`config.mk`:
```
export PLATFORM = sky130hd
export DESIGN_NAME = sentence_boundary_finder_flat
export DESIGN_NICKNAME = d
export VERILOG_FILES = /design/src/design/sbf_pkg.sv /design/src/design/sbf_if.sv /design/src/design/sentence_boundary_finder.sv /design/src/flat_wrapper.sv
export SDC_FILE = /design/constraint.sdc
export NUM_CORES = 1
export LEC_CHECK = 0
export BUFFER_PORTS_ARGS = -buffer_cell sky130_fd_sc_hd__buf_2
export CAP_MARGIN = 10
export CORE_MARGIN = 4
export CORE_UTILIZATION = 30
export DETAILED_ROUTE_END_ITERATION = 6
export SKIP_CTS_REPAIR_TIMING = 1
export SLEW_MARGIN = 20
export SYNTH_ARGS = -nofsm -noshare
export SYNTH_HDL_FRONTEND = slang
export SYNTH_SLANG_ARGS = --single-unit
```
`constraint.sdc`:
```
create_clock -name clk -period 5.75 [get_ports clk]
set_input_delay 0 -clock clk [delete_from_list [all_inputs] [get_ports clk]]
set_output_delay 0 -clock clk [all_outputs]
set_load 0.01 [all_outputs]
```
`src/design/sbf_pkg.sv`:
```
// Shared types, constants and helper functions for the sentence boundary finder
`default_nettype none

package sbf_pkg;

  // field widths
  localparam int CLASS_W = 4;
  localparam int BYTES_W = 3;
  localparam int OUT_W   = 16;

  // sentence length counter width (saturating)
  localparam int LEN_W   = 16;

  // result queue sizing
  localparam int MAX_RES   = 2;
  localparam int RES_IDX_W = $clog2(MAX_RES);
  localparam int Q_DEPTH   = 4;
  localparam int Q_IDX_W   = $clog2(Q_DEPTH);
  localparam int Q_CNT_W   = $clog2(Q_DEPTH + 1);

  // input is taken only while the queue can absorb a full burst of results
  localparam logic [Q_CNT_W-1:0] Q_ROOM = Q_CNT_W'(Q_DEPTH - MAX_RES);

  // sentence-break classes
  typedef enum logic [CLASS_W-1:0] {
    CLS_OTHER   = 4'd0,
    CLS_CR      = 4'd1,
    CLS_LF      = 4'd2,
    CLS_SEP     = 4'd3,
    CLS_SP      = 4'd4,
    CLS_LOWER   = 4'd5,
    CLS_UPPER   = 4'd6,
    CLS_OLETTER = 4'd7,
    CLS_NUMERIC = 4'd8,
    CLS_ATERM   = 4'd9,
    CLS_STERM   = 4'd10,
    CLS_CLOSE   = 4'd11,
    CLS_SCONT   = 4'd12
  } class_t;

  // matcher phases
  typedef enum logic [2:0] {
    PH_IDLE        = 3'd0,
    PH_AFTER_CR    = 3'd1,
    PH_AFTER_ATERM = 3'd2,
    PH_CLOSE_RUN   = 3'd3,
    PH_SP_RUN      = 3'd4,
    PH_NONLETTER   = 3'd5
  } phase_t;

  // open sentence: byte count, sticky saturation, open flag
  typedef struct packed {
    logic [LEN_W-1:0] cnt;
    logic             sat;
    logic             open;
  } sent_t;

  // saturating add result
  typedef struct packed {
    logic [LEN_W-1:0] val;
    logic             ovf;
  } sadd_t;

  // one result transaction
  typedef struct packed {
    logic [OUT_W-1:0] sentence_bytes;
    logic             length_saturated;
    logic             text_done;
    logic             last_of_run;
  } res_t;

  // undefined class codes count as other
  function automatic class_t map_class(logic [CLASS_W-1:0] raw);
    class_t c;
    if (raw > CLS_SCONT) begin
      c = CLS_OTHER;
    end else begin
      c = class_t'(raw);
    end
    return c;
  endfunction

  function automatic logic is_sep(class_t c);
    return (c == CLS_CR) || (c == CLS_LF) || (c == CLS_SEP);
  endfunction

  function automatic logic is_term(class_t c);
    return (c == CLS_ATERM) || (c == CLS_STERM);
  endfunction

  function automatic logic is_letter(class_t c);
    return (c == CLS_LOWER) || (c == CLS_UPPER) || (c == CLS_OLETTER);
  endfunction

  function automatic logic is_nonletter(class_t c);
    return !is_letter(c) && !is_sep(c) && !is_term(c);
  endfunction

  // add clamped at all ones, overflow reported
  function automatic sadd_t sat_add(logic [LEN_W-1:0] a, logic [LEN_W-1:0] b);
    logic [LEN_W:0] s;
    sadd_t r;
    s = {1'b0, a} + {1'b0, b};
    if (s[LEN_W]) begin
      r.val = '1;
      r.ovf = 1'b1;
    end else begin
      r.val = s[LEN_W-1:0];
      r.ovf = 1'b0;
    end
    return r;
  endfunction

  // byte length widened to the counter
  function automatic logic [LEN_W-1:0] ext_bytes(logic [BYTES_W-1:0] b);
    return LEN_W'(b);
  endfunction

  // counter value to the output field width
  function automatic logic [OUT_W-1:0] to_out(logic [LEN_W-1:0] v);
    logic [63:0] w;
    w = 64'(v);
    return w[OUT_W-1:0];
  endfunction

endpackage

`default_nettype wire

```
`src/design/sbf_if.sv`:
```
// Valid/ready channel interfaces for character input and sentence results
`default_nettype none

interface sbf_in_if;
  logic                        valid;
  logic                        ready;
  logic [sbf_pkg::CLASS_W-1:0] char_class;
  logic [sbf_pkg::BYTES_W-1:0] char_bytes;
  logic                        end_of_text;

  modport source (output valid, char_class, char_bytes, end_of_text, input ready);
  modport sink   (input valid, char_class, char_bytes, end_of_text, output ready);
endinterface

interface sbf_out_if;
  logic                      valid;
  logic                      ready;
  logic [sbf_pkg::OUT_W-1:0] sentence_bytes;
  logic                      length_saturated;
  logic                      text_done;
  logic                      last_of_run;

  modport source (output valid, sentence_bytes, length_saturated, text_done, last_of_run,
                  input ready);
  modport sink   (input valid, sentence_bytes, length_saturated, text_done, last_of_run,
                  output ready);
endinterface

`default_nettype wire

```
`src/design/sentence_boundary_finder.sv`:
```
// Sentence boundary finder top level: rule matcher and result queue
//
// Takes one character per cycle (sentence-break class, byte length, end-of-text
// mark) and reports the byte length of every sentence as soon as it is known to
// be complete, saturating at the counter width. A character is processed in the
// cycle it is accepted; its results (zero, one or two) enter a four-entry result
// queue and appear on the output from the next cycle on. The input accepts a
// transaction in every cycle while the queue holds at most two results, so with
// a consumer that keeps up the block sustains one character per cycle; two
// results from one character leave the queue one after the other. After end of text the
// whole matcher state returns to its reset value.
`default_nettype none

module sentence_boundary_finder (
  input  wire            clk,
  input  wire            rst_n,
  sbf_in_if.sink         in_chan,
  sbf_out_if.source      out_chan
);

  // matcher state
  sbf_pkg::phase_t                phase_r, phase_nxt;
  sbf_pkg::class_t                lb0_r, lb0_nxt;
  sbf_pkg::class_t                lb1_r, lb1_nxt;
  sbf_pkg::sent_t                 sent_r, sent_nxt;
  logic [sbf_pkg::LEN_W-1:0]      run_r, run_nxt;
  logic                           run_sat_r, run_sat_nxt;
  logic                           aterm_r, aterm_nxt;

  // result queue
  sbf_pkg::res_t                  q_r [sbf_pkg::Q_DEPTH];
  logic [sbf_pkg::Q_IDX_W-1:0]    wr_ptr_r, wr_ptr_nxt;
  logic [sbf_pkg::Q_IDX_W-1:0]    rd_ptr_r, rd_ptr_nxt;
  logic [sbf_pkg::Q_CNT_W-1:0]    q_cnt_r, q_cnt_nxt;

  // per-transaction results
  sbf_pkg::res_t                  res [sbf_pkg::MAX_RES];
  logic [sbf_pkg::Q_CNT_W-1:0]    nres;

  logic in_ready;
  logic accept;
  logic pop;
  logic [sbf_pkg::Q_IDX_W-1:0]    wr_ptr_p1;

  // handshake
  assign in_ready       = (q_cnt_r <= sbf_pkg::Q_ROOM);
  assign in_chan.ready  = in_ready;
  assign accept         = in_chan.valid && in_ready;
  assign out_chan.valid = (q_cnt_r != '0);
  assign pop            = out_chan.valid && out_chan.ready;

  // queue head drives the result channel
  assign out_chan.sentence_bytes   = q_r[rd_ptr_r].sentence_bytes;
  assign out_chan.length_saturated = q_r[rd_ptr_r].length_saturated;
  assign out_chan.text_done        = q_r[rd_ptr_r].text_done;
  assign out_chan.last_of_run      = q_r[rd_ptr_r].last_of_run;

  // rule matcher: next state and results for the offered character
  always_comb begin
    sbf_pkg::class_t           c;
    logic [sbf_pkg::LEN_W-1:0] b;
    logic                      pre_close, load_run, merge_run, add_s, post_close;
    logic                      run_add, run_fresh, run_clear;
    logic                      close_run_path, space_path, idle_path;
    logic                      eot;
    sbf_pkg::sent_t            s;
    sbf_pkg::sadd_t            t;
    logic                      emit [4];
    sbf_pkg::sent_t            ev [4];

    c   = sbf_pkg::map_class(in_chan.char_class);
    b   = sbf_pkg::ext_bytes(in_chan.char_bytes);
    eot = in_chan.end_of_text;
    t   = '0;

    pre_close      = 1'b0;
    load_run       = 1'b0;
    merge_run      = 1'b0;
    add_s          = 1'b0;
    post_close     = 1'b0;
    run_add        = 1'b0;
    run_fresh      = 1'b0;
    run_clear      = 1'b0;
    close_run_path = 1'b0;
    space_path     = 1'b0;
    idle_path      = 1'b0;
    phase_nxt      = phase_r;
    aterm_nxt      = aterm_r;

    // phase dispatch
    unique case (phase_r)
      sbf_pkg::PH_AFTER_CR: begin
        if (c == sbf_pkg::CLS_LF) begin
          add_s      = 1'b1;
          post_close = 1'b1;
          phase_nxt  = sbf_pkg::PH_IDLE;
        end else begin
          pre_close = 1'b1;
          idle_path = 1'b1;
        end
      end
      sbf_pkg::PH_AFTER_ATERM: begin
        if ((c == sbf_pkg::CLS_NUMERIC) ||
            ((c == sbf_pkg::CLS_UPPER) && (lb1_r == sbf_pkg::CLS_UPPER))) begin
          idle_path = 1'b1;
        end else begin
          phase_nxt      = sbf_pkg::PH_CLOSE_RUN;
          close_run_path = 1'b1;
        end
      end
      sbf_pkg::PH_CLOSE_RUN: begin
        close_run_path = 1'b1;
      end
      sbf_pkg::PH_SP_RUN: begin
        if (c == sbf_pkg::CLS_SP) begin
          add_s = 1'b1;
        end else begin
          space_path = 1'b1;
        end
      end
      sbf_pkg::PH_NONLETTER: begin
        if (sbf_pkg::is_nonletter(c)) begin
          run_add = 1'b1;
        end else if (c == sbf_pkg::CLS_LOWER) begin
          merge_run = 1'b1;
          run_clear = 1'b1;
          idle_path = 1'b1;
        end else begin
          pre_close = 1'b1;
          load_run  = 1'b1;
          run_clear = 1'b1;
          idle_path = 1'b1;
        end
      end
      default: begin
        idle_path = 1'b1;
      end
    endcase

    // close and space run after a terminator
    if (close_run_path) begin
      if (c == sbf_pkg::CLS_CLOSE) begin
        add_s = 1'b1;
      end else if (c == sbf_pkg::CLS_SP) begin
        add_s     = 1'b1;
        phase_nxt = sbf_pkg::PH_SP_RUN;
      end else begin
        space_path = 1'b1;
      end
    end

    // first character after the close/space run
    if (space_path) begin
      priority if (sbf_pkg::is_sep(c) || sbf_pkg::is_term(c) ||
                   (c == sbf_pkg::CLS_SCONT)) begin
        idle_path = 1'b1;
      end else if (aterm_r && (c == sbf_pkg::CLS_LOWER)) begin
        idle_path = 1'b1;
      end else if (aterm_r && sbf_pkg::is_nonletter(c)) begin
        phase_nxt = sbf_pkg::PH_NONLETTER;
        run_fresh = 1'b1;
      end else begin
        pre_close = 1'b1;
        idle_path = 1'b1;
      end
    end

    // plain character handling
    if (idle_path) begin
      add_s     = 1'b1;
      phase_nxt = sbf_pkg::PH_IDLE;
      unique case (c)
        sbf_pkg::CLS_CR:    phase_nxt = sbf_pkg::PH_AFTER_CR;
        sbf_pkg::CLS_LF,
        sbf_pkg::CLS_SEP:   post_close = 1'b1;
        sbf_pkg::CLS_ATERM: begin
          phase_nxt = sbf_pkg::PH_AFTER_ATERM;
          aterm_nxt = 1'b1;
        end
        sbf_pkg::CLS_STERM: begin
          phase_nxt = sbf_pkg::PH_CLOSE_RUN;
          aterm_nxt = 1'b0;
        end
        default:            phase_nxt = sbf_pkg::PH_IDLE;
      endcase
    end

    // non-letter run after an aterm
    run_nxt     = run_r;
    run_sat_nxt = run_sat_r;
    if (run_add) begin
      t           = sbf_pkg::sat_add(run_r, b);
      run_nxt     = t.val;
      run_sat_nxt = run_sat_r | t.ovf;
    end else if (run_fresh) begin
      run_nxt     = b;
      run_sat_nxt = 1'b0;
    end else if (run_clear) begin
      run_nxt     = '0;
      run_sat_nxt = 1'b0;
    end

    // sentence update, with close points in order
    s       = sent_r;
    emit[0] = pre_close && s.open;
    ev[0]   = s;
    if (pre_close) begin
      if (load_run) begin
        s.cnt  = run_r;
        s.sat  = run_sat_r;
        s.open = 1'b1;
      end else begin
        s = '0;
      end
    end
    if (merge_run) begin
      t     = sbf_pkg::sat_add(s.cnt, run_r);
      s.cnt = t.val;
      s.sat = s.sat | t.ovf | run_sat_r;
    end
    if (add_s) begin
      t      = sbf_pkg::sat_add(s.cnt, b);
      s.cnt  = t.val;
      s.sat  = s.sat | t.ovf;
      s.open = 1'b1;
    end
    emit[1] = post_close && s.open;
    ev[1]   = s;
    if (post_close) begin
      s = '0;
    end

    // end of text flushes a pending run and the open sentence
    emit[2] = eot && (phase_nxt == sbf_pkg::PH_NONLETTER) && s.open;
    ev[2]   = s;
    if (eot && (phase_nxt == sbf_pkg::PH_NONLETTER)) begin
      s.cnt  = run_nxt;
      s.sat  = run_sat_nxt;
      s.open = 1'b1;
    end
    emit[3] = eot && s.open;
    ev[3]   = s;
    sent_nxt = eot ? '0 : s;

    lb1_nxt = lb0_r;
    lb0_nxt = c;
    if (eot) begin
      phase_nxt   = sbf_pkg::PH_IDLE;
      lb0_nxt     = sbf_pkg::CLS_OTHER;
      lb1_nxt     = sbf_pkg::CLS_OTHER;
      run_nxt     = '0;
      run_sat_nxt = 1'b0;
      aterm_nxt   = 1'b0;
    end

    // gather up to two results in order
    nres = '0;
    for (int i = 0; i < sbf_pkg::MAX_RES; i++) begin
      res[i] = '0;
    end
    for (int i = 0; i < 4; i++) begin
      if (emit[i] && (nres < sbf_pkg::Q_CNT_W'(sbf_pkg::MAX_RES))) begin
        res[nres[sbf_pkg::RES_IDX_W-1:0]].sentence_bytes   = sbf_pkg::to_out(ev[i].cnt);
        res[nres[sbf_pkg::RES_IDX_W-1:0]].length_saturated = ev[i].sat;
        nres = nres + 1'b1;
      end
    end
    if (nres != '0) begin
      res[nres[sbf_pkg::RES_IDX_W-1:0] - 1'b1].last_of_run = 1'b1;
      res[nres[sbf_pkg::RES_IDX_W-1:0] - 1'b1].text_done   = eot;
    end
  end

  // queue pointer and fill count
  assign wr_ptr_p1 = wr_ptr_r + {{(sbf_pkg::Q_IDX_W-1){1'b0}}, 1'b1};

  always_comb begin
    wr_ptr_nxt = wr_ptr_r;
    q_cnt_nxt  = q_cnt_r - {{(sbf_pkg::Q_CNT_W-1){1'b0}}, pop};
    rd_ptr_nxt = rd_ptr_r + {{(sbf_pkg::Q_IDX_W-1){1'b0}}, pop};
    if (accept) begin
      wr_ptr_nxt = wr_ptr_r + nres[sbf_pkg::Q_IDX_W-1:0];
      q_cnt_nxt  = q_cnt_r + nres - {{(sbf_pkg::Q_CNT_W-1){1'b0}}, pop};
    end
  end

  // control and matcher registers
  always_ff @(posedge clk) begin
    if (!rst_n) begin
      phase_r   <= sbf_pkg::PH_IDLE;
      lb0_r     <= sbf_pkg::CLS_OTHER;
      lb1_r     <= sbf_pkg::CLS_OTHER;
      sent_r    <= '0;
      run_r     <= '0;
      run_sat_r <= 1'b0;
      aterm_r   <= 1'b0;
      wr_ptr_r  <= '0;
      rd_ptr_r  <= '0;
      q_cnt_r   <= '0;
    end else begin
      if (accept) begin
        phase_r   <= phase_nxt;
        lb0_r     <= lb0_nxt;
        lb1_r     <= lb1_nxt;
        sent_r    <= sent_nxt;
        run_r     <= run_nxt;
        run_sat_r <= run_sat_nxt;
        aterm_r   <= aterm_nxt;
      end
      wr_ptr_r <= wr_ptr_nxt;
      rd_ptr_r <= rd_ptr_nxt;
      q_cnt_r  <= q_cnt_nxt;
    end
  end

  // result queue storage
  always_ff @(posedge clk) begin
    if (accept) begin
      if (nres != '0) begin
        q_r[wr_ptr_r] <= res[0];
      end
      if (nres > {{(sbf_pkg::Q_CNT_W-1){1'b0}}, 1'b1}) begin
        q_r[wr_ptr_p1] <= res[1];
      end
    end
  end

endmodule

`default_nettype wire
```
`src/flat_wrapper.sv`:
```
// flat-port wrapper written by rule: the top's interface ports become plain ports
module sentence_boundary_finder_flat 
  (clk, rst_n, in_chan_valid, in_chan_char_class, in_chan_char_bytes, in_chan_end_of_text, in_chan_ready, out_chan_valid, out_chan_sentence_bytes, out_chan_length_saturated, out_chan_text_done, out_chan_last_of_run, out_chan_ready);
  sbf_in_if in_chan_i ();
  sbf_out_if out_chan_i ();
  input  wire clk;
  input  wire rst_n;
  input wire logic [$bits(in_chan_i.valid)-1:0] in_chan_valid;
  input wire logic [$bits(in_chan_i.char_class)-1:0] in_chan_char_class;
  input wire logic [$bits(in_chan_i.char_bytes)-1:0] in_chan_char_bytes;
  input wire logic [$bits(in_chan_i.end_of_text)-1:0] in_chan_end_of_text;
  output wire logic [$bits(in_chan_i.ready)-1:0] in_chan_ready;
  output wire logic [$bits(out_chan_i.valid)-1:0] out_chan_valid;
  output wire logic [$bits(out_chan_i.sentence_bytes)-1:0] out_chan_sentence_bytes;
  output wire logic [$bits(out_chan_i.length_saturated)-1:0] out_chan_length_saturated;
  output wire logic [$bits(out_chan_i.text_done)-1:0] out_chan_text_done;
  output wire logic [$bits(out_chan_i.last_of_run)-1:0] out_chan_last_of_run;
  input wire logic [$bits(out_chan_i.ready)-1:0] out_chan_ready;
  assign in_chan_i.valid = in_chan_valid;
  assign in_chan_i.char_class = in_chan_char_class;
  assign in_chan_i.char_bytes = in_chan_char_bytes;
  assign in_chan_i.end_of_text = in_chan_end_of_text;
  assign in_chan_ready = in_chan_i.ready;
  assign out_chan_valid = out_chan_i.valid;
  assign out_chan_sentence_bytes = out_chan_i.sentence_bytes;
  assign out_chan_length_saturated = out_chan_i.length_saturated;
  assign out_chan_text_done = out_chan_i.text_done;
  assign out_chan_last_of_run = out_chan_i.last_of_run;
  assign out_chan_i.ready = out_chan_ready;
  sentence_boundary_finder u_core (.clk(clk), .rst_n(rst_n), .in_chan(in_chan_i), .out_chan(out_chan_i));
endmodule
```
Word level (Yosys, flattened, before mapping)
Memory sizes are Yosys's and may differ from the RTL's. A register that Yosys moved wholly into a read port is not among the register bits.
Cells that the tools add are included.
{ "op_classes": {"add_sub_neg": 13, "mux": 124, "n_reduce_logical": 37, "magnitude_cmp": 14, "bitwise_logic": 8, "n_eq_ne": 19} }
{ "op_table": {"columns": ["op", "n"], "rows": [
  ["$bwmux 38", 8],
  ["$demux 19 s1", 8],
  ["$mux 38", 4],
  ["$mux 17", 8],
  ["$mux 18", 6],
  ["$mux 16", 4],
  ["$mux 19", 3],
  ["$mux 3", 18],
  ["$mux 1", 53],
  ["$add 16x3->17", 2],
  ["$eq 4x3->1 const B", 5],
  ["$eq 4x4->1 const B", 5],
  ["$logic_and 1x1->1", 19],
  ["$add 16x16->17", 1],
  ["$mux 4", 3],
  ["$eq 3x3->1 const B", 3],
  ["$reduce_bool 3->1", 3],
  ["$eq 4x2->1 const B", 2],
  ["$ge 2x2->1 const B", 4],
  ["$logic_or 1x1->1", 8],
  ["$lt 2x1->1 const B", 4],
  ["$not 1->2", 4],
  ["$pmux 1 s2", 4],
  ["$add 3x1->3 const B", 2],
  ["other kinds (24)", 34]
]} }
{ "word_totals": {"ff_bits": 54, "n_memories": 1, "in_bits": 12, "ramBits": 76, "word_cells": 228, "output_inout_bits": 21} }
{ "mem_list": {"columns": ["memory", "depth", "width", "read_ports", "rd_ports_with_merged_regs", "wr", "line_no", "source"], "rows": [
  ["u_core.q_r", 4, 19, 1, 1, 2, "sentence_boundary_finder.sv:31", "sbf_pkg::res_t q_r [sbf_pkg::Q_DEPTH];"]
]} }

Logic depth before layout (Yosys ltp)
Gate-level depths: netlist (run 1).
{ "depth": {"ltp_word": 44, "depth_mapped": 32, "mapped_depth_nobuf": 25} }

Least setup slack after synthesis (run 1)
Ideal clock, no wire load.
{ "synth_path": {"path_kind": "flip-flop to flip-flop", "start": "reg u_core.phase_r[1]", "end": "mem u_core.q_r[2][15] in the netlist's numbering, data pin", "t_arrival_ns": 5.778, "setup_ns": 0.271, "path_stages_with_launch": 32, "setup_slack_ns": -0.299, "period_less_slack_ns": 6.049, "t_required_ns": 5.479, "cell_sequence": "dfxtp_1 -> buf_2 -> nand3b_1 -> a211o_1 -> and2_0 -> clkbuf_1 -> and3_1 -> buf_2 -> buf_2 -> a22o_1 -> ha_1 -> inv_1 -> fa_1 -> nand2b_1 -> a21o_1 -> a311oi_1 -> or3_1 -> buf_2 -> buf_2 -> o22a_1 -> ha_1 -> inv_1 -> fa_1 -> inv_1 -> a21oi_1 -> nor2_1 -> nand4b_2 -> or2_4 -> nor4_4 -> a21oi_1 -> a22oi_1 -> mux2i_1"} }
{ "synth_lines": {"columns": ["element", "line_no", "source"], "rows": [
  ["from (decl)", "sentence_boundary_finder.sv:22", "sbf_pkg::phase_t phase_r, phase_nxt;"],
  ["from (signal assigned)", "sentence_boundary_finder.sv:290", "phase_r <= sbf_pkg::PH_IDLE;"],
  ["from (signal assigned)", "sentence_boundary_finder.sv:302", "phase_r <= phase_nxt;"],
  ["to (decl)", "sentence_boundary_finder.sv:31", null]
]} }

==> flow_summary.yaml, run 1 <==
floorplan:
  rows: 66
  ioPinCount: 33
  start_util: 0.306
  core-area_sq_um: 32700
  die_area_sq_um: 36400
  fp.dieW_microns: 191
  dieHeight_microns: 191
route:
  drt_iter0_drc: 796
  vias: 8984
  wl_per_cell_microns: 19.3
  remaining_drc_errors: 0
  viasPerCell: 5.61
  routed_wl_microns: 30900
  drt-pass1-iter-count: 5
  ant_nets: 0
layout:
  final_core_util: 0.367
  fin_nets: 1194
  area.growth.synth_to_final_pct: 19.8
  finalInstanceArea_sq_um: 12000
  drive_gt1_frac: 0.222
  final_cells: 1601
  antenna_cells: 0
synthesis:
  syn_avg_cell_area_sq_um: 9.23
  syn_area_sq_um: 10000
  synth_seq_area_share: 0.336
  yosysWarnings: 0
  muxShareOfSynthArea: 0.107
  synthSimpleGateAreaFrac: 0.191
  synth.distinct_cells: 100
  synth_top_family_by_area: "compound AO/OA/AOI/OAI gates"
  syn-num-nets: 1132
  synth_flop_cell: "edfxtp_1"
  synth_common_cells: "nand2_1 (97), a21oi_1 (85), edfxtp_1 (76)"
  synth_top_area_cell: "edfxtp_1"
  synth_adder_area_share: 0.0488
  yosysMostFrequentCell: "nand2_1"
  synth-compound-area-share: 0.244
  synthArstFlopShare: 0
  synth_xor_area_frac: 0.0289
  synth-edff-count: 76
  yosys_register_bits: 130
  syn_inst: 1084
  ys_top_cells_by_area: "edfxtp_1 (23%), dfxtp_1 (11%), mux2i_1 (5.7%)"
  yosys.area.top_type_share: 0.228
global_route:
  grt.overflow.total: 0
  grt_start_max_net_pins: 63
  track_usage: 0.166
  grt_pass1_vias: 8389
  antenna_found_initial: 0
  grt_pass1_wl_microns: 48400
placement:
  io_buffers: 32
  dpl-instance-area_sq_um: 11000
  dp_cells: 1561
  routabilityCongestion: 0.963
  dpl.hpwl_microns: 22700
critical_path:
  cp_slowest_stage_delay_ns: 0.37
  crit_fanout: 4
  arrival_ns: 5.62
  critPathKind: "register to register"
  start_kind: "register"
  crit_path_end_kind: "register"
  worstPathRequired_ns: 5.90
  crit_slowest_cell: "fa_2"
  crit_top_cell: "inv_1"
pwr:
  leakage_nw: 4.46
  power_density_nw_per_um2: 250
  ir_drop_v: 0.000158
timing:
  fin_hold_ws_ns: 0.0539
  worst_pin_slew_ns: 1.12
  finalSetupTns_ns: 0
  slew_viol_final: 0
  fmaxAchievable_mhz: 183
  min_period_ns: 5.47
  finalSetupViolCount: 0
  clock-skew-final_ns: 0.0131
  relSlewSlack: 0.248
  period_share: 0.951
  hold_viol: 0
clock_network:
  cts_max_level: 4
  clockRootBuffer: "clkbuf_16"
  cts_tree: "built"
  cts_made_buffers: 17
  clk_latency_ns: 0.43
  cts-root-to-sink-buffers: 2
  clkTransAtPathRegs_ns: 0.07
  cts.sinks: 130
job:
  maxCapViolCount: 0
outcome:
  outcome: "finished clean"
hold_path:
  hold_class: "input port to register"
## worst max-delay path, delay by kind of cell (launching register included)
family | cells | cell delay [ns]
AOI/OAI and AO/OA | 9 | 1.82
and+or+nand+nor | 7 | 1.46
adders and majority gates | 4 | 1.08
muxes | 2 | 0.34
DFF | 1 | 0.32
buffers and inverters | 3 | 0.18
## through the flow
step           worst slack, ns  total power, W
6_report                 0.283         0.00299
5_1_grt                -0.0165         0.00313
4_1_cts                 -0.148         0.00300
3_5_place_dp           -0.0902         0.00187
3_3_place_gp           -0.0366         0.00186
2_1_floorplan           0.0265         0.00164
## layer usage
layer	GRT usage	part of all wire	vias up
met4	0.0354	0.016	0
met2	0.262	0.45	294
met5	0	0	-
li1	-	-	4246
met3	0.0276	0.065	42
met1	0.241	0.47	4402
## worst paths after layout
kind | slack (ns) | endpoint | cells past startpoint | start
worst max-delay path | 0.28 | u_core.q_r[1][13]$_DFFE_PP_ | 25 | u_core.lb1_r[0]$_SDFFE_PN0P_
worst min-delay path | 0.05 | u_core.lb0_r[3]$_SDFFE_PN0P_ | 4 | in_chan_char_class[3]
worst max register to register | 0.28 | u_core.q_r[1][13]$_DFFE_PP_ | 25 | u_core.lb1_r[0]$_SDFFE_PN0P_
worst min register to register | 0.46 | u_core.lb0_r[1]$_SDFFE_PN0P_ | 2 | u_core.lb0_r[1]$_SDFFE_PN0P_
## cell type report
cell class / instances / area (sq um)
clock inverter: 15 / 183
inverter: 31 / 116
sequential: 130 / 3370
fill: 3322 / 20700
timing repair buffer: 114 / 811
multi-input combinational: 852 / 6530
tap: 442 / 553
clock buffer: 17 / 425
## where the power goes
part	internal, W	switching (W)	leakage (nW)
registers	0.00108	0.0000437	1.15
clock network	0.000686	0.000448	0.289
logic	0.000320	0.000420	3.02
## cells by family after synthesis
logic type	after synthesis
AO/OA/AOI/OAI	349
AND/OR/NAND/NOR	352
multiplexers	82
buffers and inverters	102
adder cells (fa/ha/maj)	36
flip-flops	130
XOR/XNOR	33
## flip-flops by register name, indices dropped and copies added, names as in the netlist
register	flops
u_core.aterm_r	1
u_core.lb0_r	4
u_core.lb1_r	4
u_core.phase_r	3
u_core.q_cnt_r	3
u_core.q_r	76
u_core.rd_ptr_r	2
u_core.run_r	16
u_core.run_sat_r	1
u_core.sent_r	18
u_core.wr_ptr_r	2
## layout by cell type, fill, tap and decap left out, types with 6 or more instances in the layout
cell       instances
nand2_1           96
buf_4             78
a21oi_1           77
edfxtp_1          76
mux2i_1           56
nor2_1            52
dfxtp_1           50
nor2b_1           43
o21ai_0           41
buf_2             32
inv_1             30
a22oi_1           28
ha_1              28
and2_1            25
a21o_1            21
nand3_1           20
mux4_2            19
xnor2_1           17
o211ai_1          17
nor3_1            17
clkbuf_16         17
and3_1            16
a21oi_2           15
o21ai_1           14
a22o_1            14
xor2_1            14
nand2b_1          13
a211oi_1          11
nand4_1           10
o22ai_1            8
o2bb2ai_1          7
a31oi_1            6
o2111ai_1          6
a2bb2oi_1          6
No activity file was read; power rests on OpenSTA's default activity.
==> inputs of run 2 (changes only) <==
--- a/config.mk
+++ b/config.mk
@@ -7,9 +7,10 @@
 export LEC_CHECK = 0
 export BUFFER_PORTS_ARGS = -buffer_cell sky130_fd_sc_hd__buf_2
 export CAP_MARGIN = 10
-export CORE_MARGIN = 4
+export CORE_MARGIN = 1
 export CORE_UTILIZATION = 30
 export DETAILED_ROUTE_END_ITERATION = 6
+export MAX_ROUTING_LAYER = met4
 export SKIP_CTS_REPAIR_TIMING = 1
 export SLEW_MARGIN = 20
 export SYNTH_ARGS = -nofsm -noshare
==> run 2 against run 1 <==
  * Clock skew down 0.0013 ns
  * First-iteration DRC count up 13%
  * Register-to-register slack worse by 0.11 ns
  * Largest cell class unchanged
==> flow_summary.yaml, run 2 (synthesized netlist as in run 1, its figures left out) <==
floorplan:
  start_util: 0.306
  rows: 66
  ioPinCount: 33
  core-area_sq_um: 32700
  dieHeight_microns: 185
  fp.dieW_microns: 185
  die_area_sq_um: 34100
layout:
  antenna_cells: 0
  reg.largest.list: "u_core.q_r x76, u_core.sent_r x18, u_core.run_r x16"
  area.growth.synth_to_final_pct: 18.0
  drive_gt1_frac: 0.209
  largest_register_ffs: 76
  final_cell_mix: "nand2_1 (96), a21oi_1 (81), edfxtp_1 (76)"
  finalInstanceArea_sq_um: 11800
  layout_commonest_cell: "nand2_1"
  fin_nets: 1187
  final_cells: 1594
  final_core_util: 0.361
  top_register: "u_core.q_r"
timing:
  period_share: 0.969
  hold_viol: 0
  rsz0062_at_grt: "true"
  fin_hold_ws_ns: 0.0363
  relSlewSlack: 0.312
  clock-skew-final_ns: 0.0118
  fmaxAchievable_mhz: 179
  slew_viol_final: 0
  min_period_ns: 5.57
  finalSetupViolCount: 0
  worst_pin_slew_ns: 1.03
pwr:
  p_seq_frac: 0.376
  leakage_nw: 4.42
  p_int_w: 0.00201
  p_sw_frac: 0.325
  power_density_nw_per_um2: 252
  clockPowerShare: 0.376
  power.share.combinational: 0.248
  ir_drop_v: 0.000242
  power_w: 0.00297
  p_sw_w: 0.000966
global_route:
  track_usage: 0.193
  antenna_found_initial: 0
  grt_pass1_vias: 8499
  grt.overflow.total: 0
  grt_pass1_wl_microns: 49300
  grt_start_max_net_pins: 63
hold_path:
  hold_class: "input port to register"
  min-delay-start: "in_chan_char_class[0]"
route:
  vias: 9086
  routed_wl_microns: 31300
  ant_nets: 0
  viasPerCell: 5.70
  wl_per_cell_microns: 19.6
  remaining_drc_errors: 0
  drt_iter0_drc: 903
  drt-pass1-iter-count: 5
critical_path:
  reg2reg_from: "u_core.phase_r[1]$_SDFFE_PN0P_"
  crit_path_end_kind: "register"
  start_kind: "register"
  critPathKind: "register to register"
  startpoint: "u_core.phase_r[1]$_SDFFE_PN0P_"
  worstPathRequired_ns: 5.90
  arrival_ns: 5.73
  crit_fanout: 9
clock_network:
  cts-root-to-sink-buffers: 2
  cts_max_level: 4
  cts.sinks: 130
  clk_latency_ns: 0.43
  clockRootBuffer: "clkbuf_16"
  cts_tree: "built"
  cts_made_buffers: 17
  clkTransAtPathRegs_ns: 0.07
placement:
  dpl.hpwl_microns: 23000
  dpl-instance-area_sq_um: 11000
  io_buffers: 32
  dp_cells: 1556
  routabilityCongestion: 0.961
job:
  maxCapViolCount: 0
outcome:
  outcome: "finished clean"
## run 2: changes by cell type in the layout (fill, tap and decap cells not counted), sizes merged
| cell | delta |
|---|---|
| inv | +8 |
| buf | -6 |
| dlygate4sd3 | -1 |
| bufinv | -2 |
| clkinv | -6 |
## run 2: power groups by stage
stage / Clock, W / Combinational [W] / Sequential, W
final: 0.00112 / 0.000736 / 0.00112
after global routing: 0.00118 / 0.000811 / 0.00113
after CTS: 0.00113 / 0.000734 / 0.00112
after detailed placement: 0 / 0.000732 / 0.00114
after global placement: 0 / 0.000721 / 0.00114
after floorplan: 0 / 0.000522 / 0.00111
## run 2: worst paths after layout
check	cells past startpoint	endpoint	slack, ns
max	25	u_core.q_r[3][16]$_DFFE_PP_	0.18
min	4	u_core.lb0_r[0]$_SDFFE_PN0P_	0.04
max reg2reg	25	u_core.q_r[3][16]$_DFFE_PP_	0.18
min reg2reg	2	u_core.lb0_r[1]$_SDFFE_PN0P_	0.47
## run 2: per-layer routing
layer,up-vias,share of wire,wire length [microns],global-route usage
met4,0,0.020,619,0.0529
met1,4389,0.45,14200,0.263
met2,396,0.45,14100,0.292
met5,-,0,0,-
li1,4239,-,-,-
met3,62,0.076,2380,0.0328
## run 2: cell type report
class / instances / area [sq um]
Fill cell: 3301 / 20900
Inverter: 31 / 116
Timing Repair Buffer: 107 / 752
Clock inverter: 15 / 164
Tap cell: 442 / 553
Multi-Input combinational cell: 852 / 6430
Sequential cell: 130 / 3370
Clock buffer: 17 / 425
## run 2: worst max-delay path: stages (launching register included)
cell and delay, ns:
dfxtp_2 0.35, nand3b_1 0.18, a211o_1 0.30, and2_0 0.16
and3_4 0.19, buf_4 0.18, a22o_1 0.19, ha_1 0.32
a21o_1 0.20, a21o_1 0.22, a22o_1 0.27, nor3_1 0.23
a22o_1 0.23, inv_1 0.05, ha_1 0.27, a21o_1 0.12
a21oi_1 0.07, nor2_1 0.22, nand4_1 0.13, buf_4 0.18
nor3_4 0.25, xor2_2 0.28, a21oi_1 0.14, o32ai_2 0.29
buf_4 0.19, mux2i_1 0.07
## run 2: metrics by stage
step,setup WS (ns),setup TNS [ns]
after global placement,0.122,0
after detailed placement,0.0519,0
after floorplan,0.0265,0
after CTS,-0.00479,-0.00479
final,0.176,0
after global routing,-0.0807,-0.336
